$ cat src/sv/mcbm_pkg.sv
package mcbm_pkg;

    localparam int ADDR_W      = 16;
    localparam int DATA_W      = 8;
    localparam int PRG_BANK_W  = 8;
    localparam int CHR_BANK_W  = 2;
    localparam int CFG_INDEX_W = 8;

    // Upper nibble of the register select window 0x5000-0x5FFF
    localparam logic [3:0] SELECT_PAGE = 4'h5;

    // Bus operation codes
    localparam logic OP_READ  = 1'b0;
    localparam logic OP_WRITE = 1'b1;

    // Configuration register indexes
    localparam logic [CFG_INDEX_W-1:0] CFG_PRG_MASK = 8'd0;
    localparam logic [CFG_INDEX_W-1:0] CFG_CHR_MASK = 8'd1;

    localparam logic [PRG_BANK_W-1:0] PRG_MASK_RESET = 8'd127;
    localparam logic [CHR_BANK_W-1:0] CHR_MASK_RESET = 2'd3;

    // Register addressed by a ROM-space write
    typedef enum logic [1:0] {
        REG_CHR   = 2'd0,
        REG_INNER = 2'd1,
        REG_MODE  = 2'd2,
        REG_OUTER = 2'd3
    } reg_sel_t;

    // Banking state
    typedef struct packed {
        logic [1:0] mirror;
        logic [3:0] inner;
        logic [3:0] mode;
        logic [5:0] outer;
        logic [1:0] chr_sel;
    } bank_state_t;

    localparam bank_state_t STATE_RESET = '{
        mirror:  2'd0,
        inner:   4'hF,
        mode:    4'd0,
        outer:   6'h3F,
        chr_sel: 2'd0
    };

    typedef struct packed {
        logic              operation;
        logic [ADDR_W-1:0] bus_address;
        logic [DATA_W-1:0] write_data;
    } bus_item_t;

    typedef struct packed {
        logic [PRG_BANK_W-1:0] prg_bank_low;
        logic [PRG_BANK_W-1:0] prg_bank_high;
        logic [CHR_BANK_W-1:0] chr_bank;
        logic [1:0]            mirror_mode;
        logic                  read_passthrough;
    } result_t;

endpackage

$ cat src/sv/mcbm_bus_if.sv
interface mcbm_bus_if;
    logic        valid;
    logic        ready;
    logic        operation;
    logic [15:0] bus_address;
    logic [7:0]  write_data;

    modport source (output valid, output operation, output bus_address,
                    output write_data, input ready);
    modport sink   (input valid, input operation, input bus_address,
                    input write_data, output ready);
endinterface

$ cat src/sv/mcbm_res_if.sv
interface mcbm_res_if;
    logic       valid;
    logic       ready;
    logic [7:0] prg_bank_low;
    logic [7:0] prg_bank_high;
    logic [1:0] chr_bank;
    logic [1:0] mirror_mode;
    logic       read_passthrough;

    modport source (output valid, output prg_bank_low, output prg_bank_high,
                    output chr_bank, output mirror_mode, output read_passthrough,
                    input ready);
    modport sink   (input valid, input prg_bank_low, input prg_bank_high,
                    input chr_bank, input mirror_mode, input read_passthrough,
                    output ready);
endinterface

$ cat src/sv/mcbm_cfg_if.sv
interface mcbm_cfg_if;
    logic       valid;
    logic       ready;
    logic [7:0] index;
    logic [7:0] data;

    modport source (output valid, output index, output data, input ready);
    modport sink   (input valid, input index, input data, output ready);
endinterface

$ cat src/sv/mcbm_bank_mix.sv
module mcbm_bank_mix
    import mcbm_pkg::*;
(
    input  bank_state_t           state,
    input  logic [PRG_BANK_W-1:0] prg_mask,
    input  logic [CHR_BANK_W-1:0] chr_mask,
    output logic [PRG_BANK_W-1:0] prg_low,
    output logic [PRG_BANK_W-1:0] prg_high,
    output logic [CHR_BANK_W-1:0] chr_bank
);

    // 16K bank for one window; a14 picks the window
    function automatic logic [PRG_BANK_W-1:0] window_bank(input bank_state_t st,
                                                          input logic a14);
        logic [3:0]            mode;
        logic [PRG_BANK_W-1:0] cur;
        logic [PRG_BANK_W-1:0] outer2;
        logic [PRG_BANK_W-1:0] size_mask;
        mode   = st.mode;
        outer2 = {1'b0, st.outer, 1'b0};
        // fixed window of a fixed-bank mode acts as 32K
        if ((mode[1:0] ^ {1'b0, a14}) == 2'b10)
            mode = 4'd0;
        if (!mode[1])
            cur = {3'd0, st.inner, a14};
        else
            cur = {4'd0, st.inner};
        unique case (mode[3:2])
            2'd0:    size_mask = 8'h01;
            2'd1:    size_mask = 8'h03;
            2'd2:    size_mask = 8'h07;
            default: size_mask = 8'h0F;
        endcase
        return ((cur ^ outer2) & size_mask) ^ outer2;
    endfunction

    logic [PRG_BANK_W-1:0] raw_low;
    logic [PRG_BANK_W-1:0] raw_high;

    assign raw_low  = window_bank(state, 1'b0);
    assign raw_high = window_bank(state, 1'b1);

    // bank above the ROM size wraps through the mask
    assign prg_low  = (raw_low  > prg_mask) ? (raw_low  & prg_mask) : raw_low;
    assign prg_high = (raw_high > prg_mask) ? (raw_high & prg_mask) : raw_high;
    assign chr_bank = (state.chr_sel > chr_mask) ? (state.chr_sel & chr_mask)
                                                 : state.chr_sel;

endmodule

$ cat src/sv/multicart_bank_mapper.sv
// Multicart bank mapper: banking registers plus PRG/CHR bank mixing.
// Path: bus beat -> input register -> result register -> result beat.
// Throughput: one beat per cycle unless res stalls; update and mixing share a stage.
// Reset (rst_n low, async): pipeline empty, masks to 127/3, inner and outer banks
// all ones, select/mode/mirroring/CHR select zero. No clearing pass.
module multicart_bank_mapper
    import mcbm_pkg::*;
(
    input  logic      clk,
    input  logic      rst_n,
    mcbm_bus_if.sink  bus,
    mcbm_res_if.source res,
    mcbm_cfg_if.sink  cfg
);

    // ---------------------------------------------------------------
    // Pipeline control
    // ---------------------------------------------------------------
    logic      s1_valid_reg;
    bus_item_t s1_item_reg;
    logic      out_valid_reg;
    result_t   out_reg;

    logic out_advance;
    logic s1_fire;

    // result register frees when empty or taken this cycle
    assign out_advance = !out_valid_reg || res.ready;
    assign s1_fire     = s1_valid_reg && out_advance;
    assign bus.ready   = !s1_valid_reg || out_advance;

    always_ff @(posedge clk or negedge rst_n)
    begin
        if (!rst_n)
        begin
            s1_valid_reg <= 1'b0;
        end
        else if (bus.ready)
        begin
            s1_valid_reg <= bus.valid;
        end
    end

    always_ff @(posedge clk)
    begin
        if (bus.valid && bus.ready)
        begin
            s1_item_reg <= '{operation:   bus.operation,
                             bus_address: bus.bus_address,
                             write_data:  bus.write_data};
        end
    end

    // ---------------------------------------------------------------
    // Configuration: ROM size masks; user writes only while idle, not enforced.
    // ---------------------------------------------------------------
    logic [PRG_BANK_W-1:0] prg_mask_reg;
    logic [CHR_BANK_W-1:0] chr_mask_reg;

    assign cfg.ready = 1'b1;

    always_ff @(posedge clk or negedge rst_n)
    begin
        if (!rst_n)
        begin
            prg_mask_reg <= PRG_MASK_RESET;
            chr_mask_reg <= CHR_MASK_RESET;
        end
        else if (cfg.valid)
        begin
            if (cfg.index == CFG_PRG_MASK)
                prg_mask_reg <= cfg.data;
            else if (cfg.index == CFG_CHR_MASK)
                chr_mask_reg <= cfg.data[CHR_BANK_W-1:0];
        end
    end

    // ---------------------------------------------------------------
    // Banking register update
    // ---------------------------------------------------------------
    bank_state_t state_reg;
    bank_state_t state_next;
    reg_sel_t    reg_select_reg;
    reg_sel_t    reg_select_next;

    logic             is_write;
    logic             in_select;
    logic             in_rom;
    logic [DATA_W-1:0] wdata;

    assign is_write  = (s1_item_reg.operation == OP_WRITE);
    assign in_select = (s1_item_reg.bus_address[15:12] == SELECT_PAGE);
    assign in_rom    = s1_item_reg.bus_address[15];
    assign wdata     = s1_item_reg.write_data;

    always_comb
    begin
        state_next      = state_reg;
        reg_select_next = reg_select_reg;
        if (s1_fire && is_write)
        begin
            // writes below 0x5000 and at 0x6000-0x7FFF fall through untouched
            if (in_select)
            begin
                // data bit 7 -> select bit 1, data bit 0 -> select bit 0
                reg_select_next = reg_sel_t'({wdata[7], wdata[0]});
            end
            else if (in_rom)
            begin
                unique case (reg_select_reg)
                    REG_CHR:
                    begin
                        state_next.chr_sel = wdata[1:0];
                        // one-screen page follows data bit 4
                        if (!state_reg.mirror[1])
                            state_next.mirror[0] = wdata[4];
                    end
                    REG_INNER:
                    begin
                        state_next.inner = wdata[3:0];
                        if (!state_reg.mirror[1])
                            state_next.mirror[0] = wdata[4];
                    end
                    REG_MODE:
                    begin
                        state_next.mode   = wdata[5:2];
                        state_next.mirror = wdata[1:0];
                    end
                    REG_OUTER:
                    begin
                        state_next.outer = wdata[5:0];
                    end
                    default:
                    begin
                        state_next = state_reg;
                    end
                endcase
            end
        end
    end

    always_ff @(posedge clk or negedge rst_n)
    begin
        if (!rst_n)
        begin
            state_reg      <= STATE_RESET;
            reg_select_reg <= REG_CHR;
        end
        else
        begin
            state_reg      <= state_next;
            reg_select_reg <= reg_select_next;
        end
    end

    // ---------------------------------------------------------------
    // Bank mixing on the post-access state
    // ---------------------------------------------------------------
    logic [PRG_BANK_W-1:0] mix_prg_low;
    logic [PRG_BANK_W-1:0] mix_prg_high;
    logic [CHR_BANK_W-1:0] mix_chr_bank;

    mcbm_bank_mix u_mix (
        .state    (state_next),
        .prg_mask (prg_mask_reg),
        .chr_mask (chr_mask_reg),
        .prg_low  (mix_prg_low),
        .prg_high (mix_prg_high),
        .chr_bank (mix_chr_bank)
    );

    // ---------------------------------------------------------------
    // Result register
    // ---------------------------------------------------------------
    always_ff @(posedge clk or negedge rst_n)
    begin
        if (!rst_n)
        begin
            out_valid_reg <= 1'b0;
        end
        else if (out_advance)
        begin
            out_valid_reg <= s1_valid_reg;
        end
    end

    always_ff @(posedge clk)
    begin
        if (s1_fire)
        begin
            out_reg <= '{prg_bank_low:     mix_prg_low,
                         prg_bank_high:    mix_prg_high,
                         chr_bank:         mix_chr_bank,
                         mirror_mode:      state_next.mirror,
                         read_passthrough: !is_write && in_select};
        end
    end

    assign res.valid            = out_valid_reg;
    assign res.prg_bank_low     = out_reg.prg_bank_low;
    assign res.prg_bank_high    = out_reg.prg_bank_high;
    assign res.chr_bank         = out_reg.chr_bank;
    assign res.mirror_mode      = out_reg.mirror_mode;
    assign res.read_passthrough = out_reg.read_passthrough;

    // ---------------------------------------------------------------
    // Assertions
    // ---------------------------------------------------------------
    a_read_keeps_state: assert property (@(posedge clk) disable iff (!rst_n)
        (s1_fire && !is_write) |=> ($stable(state_reg) && $stable(reg_select_reg)))
        else $error("read beat changed banking state");

    a_fixed_mirror: assert property (@(posedge clk) disable iff (!rst_n)
        (s1_fire && is_write && !in_select && in_rom && state_reg.mirror[1]
         && reg_select_reg != REG_MODE) |=> $stable(state_reg.mirror))
        else $error("mirroring changed outside mode register write");

    a_beat_lands: assert property (@(posedge clk) disable iff (!rst_n)
        s1_fire |=> out_valid_reg)
        else $error("accepted beat lost before result register");

    a_idle_holds: assert property (@(posedge clk) disable iff (!rst_n)
        !s1_fire |=> ($stable(state_reg) && $stable(reg_select_reg)))
        else $error("banking state changed without a beat");

endmodule

$ cat src/flat_wrapper.sv
// flat-port wrapper written by rule: the top's interface ports become plain ports
module multicart_bank_mapper_flat import mcbm_pkg::*;
  (clk, rst_n, bus_valid, bus_operation, bus_bus_address, bus_write_data, bus_ready, res_valid, res_prg_bank_low, res_prg_bank_high, res_chr_bank, res_mirror_mode, res_read_passthrough, res_ready, cfg_valid, cfg_index, cfg_data, cfg_ready);
  mcbm_bus_if bus_i ();
  mcbm_res_if res_i ();
  mcbm_cfg_if cfg_i ();
  input  logic clk;
  input  logic rst_n;
  input wire logic [$bits(bus_i.valid)-1:0] bus_valid;
  input wire logic [$bits(bus_i.operation)-1:0] bus_operation;
  input wire logic [$bits(bus_i.bus_address)-1:0] bus_bus_address;
  input wire logic [$bits(bus_i.write_data)-1:0] bus_write_data;
  output wire logic [$bits(bus_i.ready)-1:0] bus_ready;
  output wire logic [$bits(res_i.valid)-1:0] res_valid;
  output wire logic [$bits(res_i.prg_bank_low)-1:0] res_prg_bank_low;
  output wire logic [$bits(res_i.prg_bank_high)-1:0] res_prg_bank_high;
  output wire logic [$bits(res_i.chr_bank)-1:0] res_chr_bank;
  output wire logic [$bits(res_i.mirror_mode)-1:0] res_mirror_mode;
  output wire logic [$bits(res_i.read_passthrough)-1:0] res_read_passthrough;
  input wire logic [$bits(res_i.ready)-1:0] res_ready;
  input wire logic [$bits(cfg_i.valid)-1:0] cfg_valid;
  input wire logic [$bits(cfg_i.index)-1:0] cfg_index;
  input wire logic [$bits(cfg_i.data)-1:0] cfg_data;
  output wire logic [$bits(cfg_i.ready)-1:0] cfg_ready;
  assign bus_i.valid = bus_valid;
  assign bus_i.operation = bus_operation;
  assign bus_i.bus_address = bus_bus_address;
  assign bus_i.write_data = bus_write_data;
  assign bus_ready = bus_i.ready;
  assign res_valid = res_i.valid;
  assign res_prg_bank_low = res_i.prg_bank_low;
  assign res_prg_bank_high = res_i.prg_bank_high;
  assign res_chr_bank = res_i.chr_bank;
  assign res_mirror_mode = res_i.mirror_mode;
  assign res_read_passthrough = res_i.read_passthrough;
  assign res_i.ready = res_ready;
  assign cfg_i.valid = cfg_valid;
  assign cfg_i.index = cfg_index;
  assign cfg_i.data = cfg_data;
  assign cfg_ready = cfg_i.ready;
  multicart_bank_mapper u_core (.clk(clk), .rst_n(rst_n), .bus(bus_i), .res(res_i), .cfg(cfg_i));
endmodule
$ cat config.mk
export PLATFORM = sky130hd
export DESIGN_NAME = multicart_bank_mapper_flat
export DESIGN_NICKNAME = d
export VERILOG_FILES = /design/src/sv/mcbm_pkg.sv /design/src/sv/mcbm_bus_if.sv /design/src/sv/mcbm_res_if.sv /design/src/sv/mcbm_cfg_if.sv /design/src/sv/mcbm_bank_mix.sv /design/src/sv/multicart_bank_mapper.sv /design/src/flat_wrapper.sv
export SDC_FILE = /design/constraint.sdc
export NUM_CORES = 1
export LEC_CHECK = 0
export BUFFER_PORTS_ARGS = -buffer_cell sky130_fd_sc_hd__buf_2
export CAP_MARGIN = 10
export CORE_MARGIN = 8
export CORE_UTILIZATION = 55
export DETAILED_ROUTE_END_ITERATION = 10
export PLACE_DENSITY = 0.89
export REMOVE_ABC_BUFFERS = 1
export SKIP_CTS_REPAIR_TIMING = 1
export SLEW_MARGIN = 5
export SYNTH_ARGS = -nofsm -noshare
export SYNTH_HDL_FRONTEND = slang
export SYNTH_SLANG_ARGS = --single-unit
$ cat constraint.sdc
create_clock -name clk -period 3.6 [get_ports clk]
set_input_delay 0.18 -clock clk [delete_from_list [all_inputs] [get_ports clk]]
set_output_delay 0.18 -clock clk [all_outputs]
set_load 0.05 [all_outputs]
==> metrics.txt, run 1 <==
fin crit share 0.9650; Seq/Total Area, Yosys 0.5089; vias in the first global route about 2600; final-report hold violation count 0; Post-Route WL ~8000 µm; Die W around 95 µm; port bufs between 50 and 60; Compound-Gate Fraction of Synth Area 0.08886; Final Util 0.6620; Hold/Removal Path Class in -> reg; startpoint types flop; GRT Total Usage 0.1801; Worst Slack Setup Final roughly 130 ps; status finished, final reports clean; most common cell after layout, fill and taps aside buf_2; Leak 1.752 nW; Yosys cell types 47; post-synthesis register bit count between 60 and 70; post-synthesis mux area share 0.1498; CP required between 3000 and 4000 ps; Post-Syn Area approximately 3400 µm²; Ports 70; die height 95.20 µm; layout cells sized above 1 0.3989; Synth Area in XOR/XNOR 0; H-tree levels 3; Synth Area in Simple Gates 0.1215; Crit path arrival time 3560 ps; most common flop cell mapped by yosys edfxtp_1; clk_skew 8.819 ps; hpwl dp 5492 µm; Crit Path Class reg -> reg; routed vias/inst roughly 5.8; Initial Util 0.5560; Tmin final around 3500 ps; FMAX roughly 0.29 GHz; Core Area about 6200 µm²; commonest non-fill, non-tap cells in the layout 53 x buf_2, 34 x mux2_2, 31 x edfxtp_1; worst-margin pin slew ~1100 ps; clk slew on worst S/H paths around 70 ps; R2R Setup Slk approximately 130 ps; Post-route DRC 0; synthesized instance count between 200 and 300; main combinational cell family by area after synthesis multiplexers; Setup WS pre-CTS around 120 ps; number of synthesized flops with an enable pin 31; DR iter-0 viols around 250; via count 2528; final setup fails 0; relative slew slack 0.2963; CTS sink count 63; Post-Synth Adder-Cell Area 0.09431; die area approximately 9000 µm²; # fillers approximately 440; wire per inst 18.59 µm; power density cells approximately 550 nW/µm²; initial antenna violation count 0; maximum root-to-sink buffer count 2; ys async rst share 0.5079; Final ANT Viol Nets 0; area delta synth->final 19.08%; worst skew pair latency about 350 ps; grt total ovfl 0; worst-path fanout max 19; VDD IR max 0.2704 mV; first-pass GRT wire length ~12000 µm; total design power 2.240 mW; Ant. Diodes 0; largest net degree at the start of global routing 33; max reg flops 18; TritonCTS clock tree built; row cnt 29; Num CTS Buffers 9; max-slew violations 0; Avg Synthesized Cell Area ~12 µm²; setup TNS 0 ps; placer's final routability congestion estimate between 0.9 and 1; Synth Warn # 0; drt pass-1 iters 4; max-cap violation count 0; clock root buffer master clkbuf_8; CP Capture Type flop; number of nets in the layout between 400 and 500
-- Yosys cell counts, drive strengths merged, types with 5 or more instances --
library cell	instances	area [µm²]
a21oi	6	37.54
buf	7	55.05
dfrtp	13	325.3
dfstp	19	499.2
edfxtp	31	930.9
ha	26	325.3
inv	16	60.06
mux2	34	382.9
mux2i	13	133.9
nand2	24	97.60
nand2b	6	37.54
nand3	14	70.07
nor2	10	37.54
nor3	5	41.29
o211ai	6	45.04
o21ai	17	85.08
-- final cells by class --
cell class | instances | area, µm² | share of cell area
Clock buffer | 14 | 195.2 | 0.04752
Tap cell | 77 | 96.34 | 0.02345
Clock inverter | 2 | 10.01 | 0.002437
Multi-Input combinational cell | 197 | 1612 | 0.3923
Inverter | 16 | 60.06 | 0.01462
Timing Repair Buffer | 64 | 377.9 | 0.09199
Sequential cell | 63 | 1757 | 0.4277
-- critical path, stage by stage, from the launching register on --
cell and delay [ps]:
dfrtp_1 400, and2b_4 210, nor3_2 250, buf_12 200
mux2i_2 380, a22oi_1 170, o21ai_0 350, ha_1 330
a21oi_1 210, o211ai_1 200, nand2_2 180, mux2_2 350
-- where the power goes --
group / switching [mW] / leakage, nW / internal, mW
registers: 0.0657 / 0.663 / 0.902
clock network: 0.268 / 0.107 / 0.351
logic: 0.413 / 0.983 / 0.240
-- final timing paths --
check,startpoint,to,cells past startpoint
max,u_core.res.valid,u_core.res.prg_bank_low[6],11
max in group asynchronous,rst_n,u_core.reg_select_reg[1],2
max reg2reg,u_core.res.valid,u_core.res.prg_bank_low[6],11
min reg2reg,u_core.wdata[7],u_core.reg_select_reg[1],1
min,bus_write_data[4],u_core.wdata[4],1
min in group asynchronous,rst_n,u_core.state_reg[0],2
-- metrics by stage --
stage / instance area [µm²] / hold slack (ps) / std cells
finish: 4108 / 14.06 / 433
global route: 4108 / -0.5678 / 433
CTS: 3989 / -87.84 / 424
detailed placement: 3784 / 279.0 / 408
global placement: 3784 / 282.6 / 408
floorplan: 3395 / -115.6 / 276
-- logic make-up (layout without fill, tap and decap cells) --
kind of cell	count (synthesis)	in the layout
other	2	3
adder cells (fa/ha/maj)	26	26
multiplexers	47	47
buffers and inverters	24	96
flip-flops	63	63
AND/OR/NAND/NOR	75	75
AO/OA/AOI/OAI	46	46
-- metal layers --
metal | wire length (µm) | vias up | track usage | share of wire
met2 | 4222 | 89 | 0.3049 | 0.52
met3 | 444 | 17 | 0.04724 | 0.055
met1 | 3217 | 1256 | 0.2068 | 0.40
met5 | 0 | - | 0 | 0
met4 | 165 | 0 | 0.08843 | 0.020
li1 | - | 1166 | - | -
Note: power is estimated with default switching activity, not from simulation.
==> run 2: changes to the inputs <==
--- a/config.mk
+++ b/config.mk
@@ -8,9 +8,9 @@
 export BUFFER_PORTS_ARGS = -buffer_cell sky130_fd_sc_hd__buf_2
 export CAP_MARGIN = 10
 export CORE_MARGIN = 8
-export CORE_UTILIZATION = 55
+export CORE_UTILIZATION = 59
 export DETAILED_ROUTE_END_ITERATION = 10
-export PLACE_DENSITY = 0.89
+export PLACE_DENSITY = 0.94
 export REMOVE_ABC_BUFFERS = 1
 export SKIP_CTS_REPAIR_TIMING = 1
 export SLEW_MARGIN = 5
==> constraint.sdc (replaced) <==
create_clock -name clk -period 4.1 [get_ports clk]
set_input_delay 0.205 -clock clk [delete_from_list [all_inputs] [get_ports clk]]
set_output_delay 0.205 -clock clk [all_outputs]
set_load 0.05 [all_outputs]
==> run 2 against run 1 <==
Die area is 5.7% lower. Total power down 13%. Via count is 2.8% lower. Critical path depth did not move. Non-clock buffer count down 9. Clock skew decreased by 1.2 ps. Maximum frequency shrank 3.8%. Clock-buffer cell count decreased by 5. Sequential power fell by 12%. Sequential share of layout area up 1.4 points. Worst hold slack better by 8.9 ps. Register-to-register slack improved by 360 ps. Critical path type unchanged.
==> metrics.txt, run 2 (synthesized netlist as in run 1, its figures left out) <==
met3 GRT Util 0.04935 (was 0.04724); CP required 4200 ps (was 3690 ps); vias in the first global route 2551 (unchanged); Crit path arrival time 3710 ps (was 3560 ps); TritonCTS clock tree built (unchanged); multi-input logic area 1579 µm² (was 1612 µm²); routed vias/inst 5.825 (was 5.838); GRT Total Usage 0.1900 (was 0.1801); DR iter-0 viols 148 (was 252); placed cells 405 (was 408); Ant. Diodes 0 (unchanged); hpwl dp 5591 µm (was 5492 µm); status finished, final reports clean (unchanged); worst skew pair latency 350 ps (about the same); max-slew violations 0 (unchanged); Ports 70 (unchanged); first-pass GRT wire length 12610 µm (was 12400 µm); H-tree levels 3 (unchanged); Hold/Removal Path Class in -> reg (unchanged); # fillers 434 (was 443); Die W 92.47 µm (was 95.20 µm); worst-margin pin slew 1026 ps (was 1056 ps); most common cell after layout, fill and taps aside buf_2 (unchanged); VDD IR max 0.3327 mV (was 0.2704 mV); Post-route DRC 0 (unchanged); clk slew on worst S/H paths 80 ps (was 70 ps); layout cells sized above 1 0.3890 (was 0.3989); initial antenna violation count 0 (unchanged); met1 Use GR 0.2281 (was 0.2068); port bufs 53 (unchanged); commonest non-fill, non-tap cells in the layout 53 x buf_2, 34 x mux2_2, 31 x edfxtp_1 (unchanged); CP Capture Type flop (unchanged); Initial Util 0.5968 (was 0.5560); final setup fails 0 (unchanged); fin crit share 0.8804 (was 0.9650); via count 2458 (was 2528); drt pass-1 iters 4 (unchanged); Tmin final 3610 ps (was 3474 ps); clk_skew 7.624 ps (was 8.819 ps); Min Hold Slack 22.92 ps (was 14.06 ps); wire per inst 18.18 µm (was 18.59 µm); Worst Slack Setup Final 490.2 ps (was 125.9 ps); Final ANT Viol Nets 0 (unchanged); area delta synth->final 15.20% (was 19.08%); worst-path fanout max 19 (unchanged); FMAX 0.2770 GHz (was 0.2878 GHz); CTS sink count 63 (unchanged); max-cap violation count 0 (unchanged); register area 1755 µm² (was 1757 µm²); number of nets in the layout 414 (was 423); die area 8550 µm² (was 9062 µm²); die height 92.47 µm (was 95.20 µm); max reg flops 18 (unchanged); relative slew slack 0.3160 (was 0.2963); power density cells 490.9 nW/µm² (was 545.3 nW/µm²); setup TNS 0 ps (unchanged); Post-Route WL 7670 µm (was 8051 µm); final-report hold violation count 0 (unchanged); GR peak layer met2 (unchanged); Leak 1.690 nW (was 1.752 nW); R2R Setup Slk 490 ps (was 130 ps); Setup WS pre-CTS 571.7 ps (was 121.9 ps); row cnt 28 (was 29); Num CTS Buffers 9 (unchanged); RSZ-0062 raised after global routing no; largest net degree at the start of global routing 33 (unchanged); grt total ovfl 0 (unchanged); clock root buffer master clkbuf_8 (unchanged); maximum root-to-sink buffer count 2 (unchanged); placer's final routability congestion estimate 0.9368 (was 0.9440); startpoint types flop (unchanged); total design power 1.951 mW (was 2.240 mW); Crit Path Class reg -> reg (unchanged); Final Non-Filler Cells 422 (was 433); Core Area 5781 µm² (was 6205 µm²); met2 Track Usage GR 0.3075 (was 0.3049)
run 2: report_power, final:
group	internal [mW]	switching (mW)	total, mW
registers	0.791	0.0570	0.848
clock network	0.287	0.273	0.559
logic	0.197	0.347	0.544
total	1.27	0.677	1.95
run 2: cell type report:
cell class,count,share of cell area
Tap cell,75,0.02361
Timing Repair Buffer,55,0.07116
Clock inverter,7,0.01984
Multi-Input combinational cell,197,0.3974
Clock buffer,9,0.03117
Inverter,16,0.01511
Sequential cell,63,0.4417
run 2: final timing paths:
check,depth (start not counted),from,endpoint
min reg2reg,1,u_core.state_reg[1],u_core.state_reg[1]
min in group asynchronous,2,rst_n,u_core.state_reg[0]
min,1,bus_bus_address[13],u_core.s1_item_reg[21]
max reg2reg,11,u_core.res.valid,u_core.res.prg_bank_high[6]
max,11,u_core.res.valid,u_core.res.prg_bank_high[6]
max in group asynchronous,2,rst_n,u_core.state_reg[16]
run 2: layer usage:
metal / share of wire / up-vias
met5: 0 / -
met4: 0.022 / 0
met3: 0.059 / 17
met2: 0.51 / 81
met1: 0.41 / 1207
li1: - / 1153
run 2: per-stage QoR:
stage          area (µm²)  utilization
2_1_floorplan        3395            -
3_3_place_gp         3761       0.6506
3_5_place_dp         3761       0.6506
4_1_cts              3964       0.6857
5_1_grt              3974       0.6874
6_report             3974       0.6874
run 2: critical path, cell delays in order, from the launching register on:
cell	delay, ps
dfrtp_1	400
and2b_4	210
nor3_2	170
buf_4	280
mux2i_1	390
a22oi_1	180
o21ai_0	380
ha_1	340
a21oi_1	230
o211ai_1	210
nand2_2	200
mux2_2	350
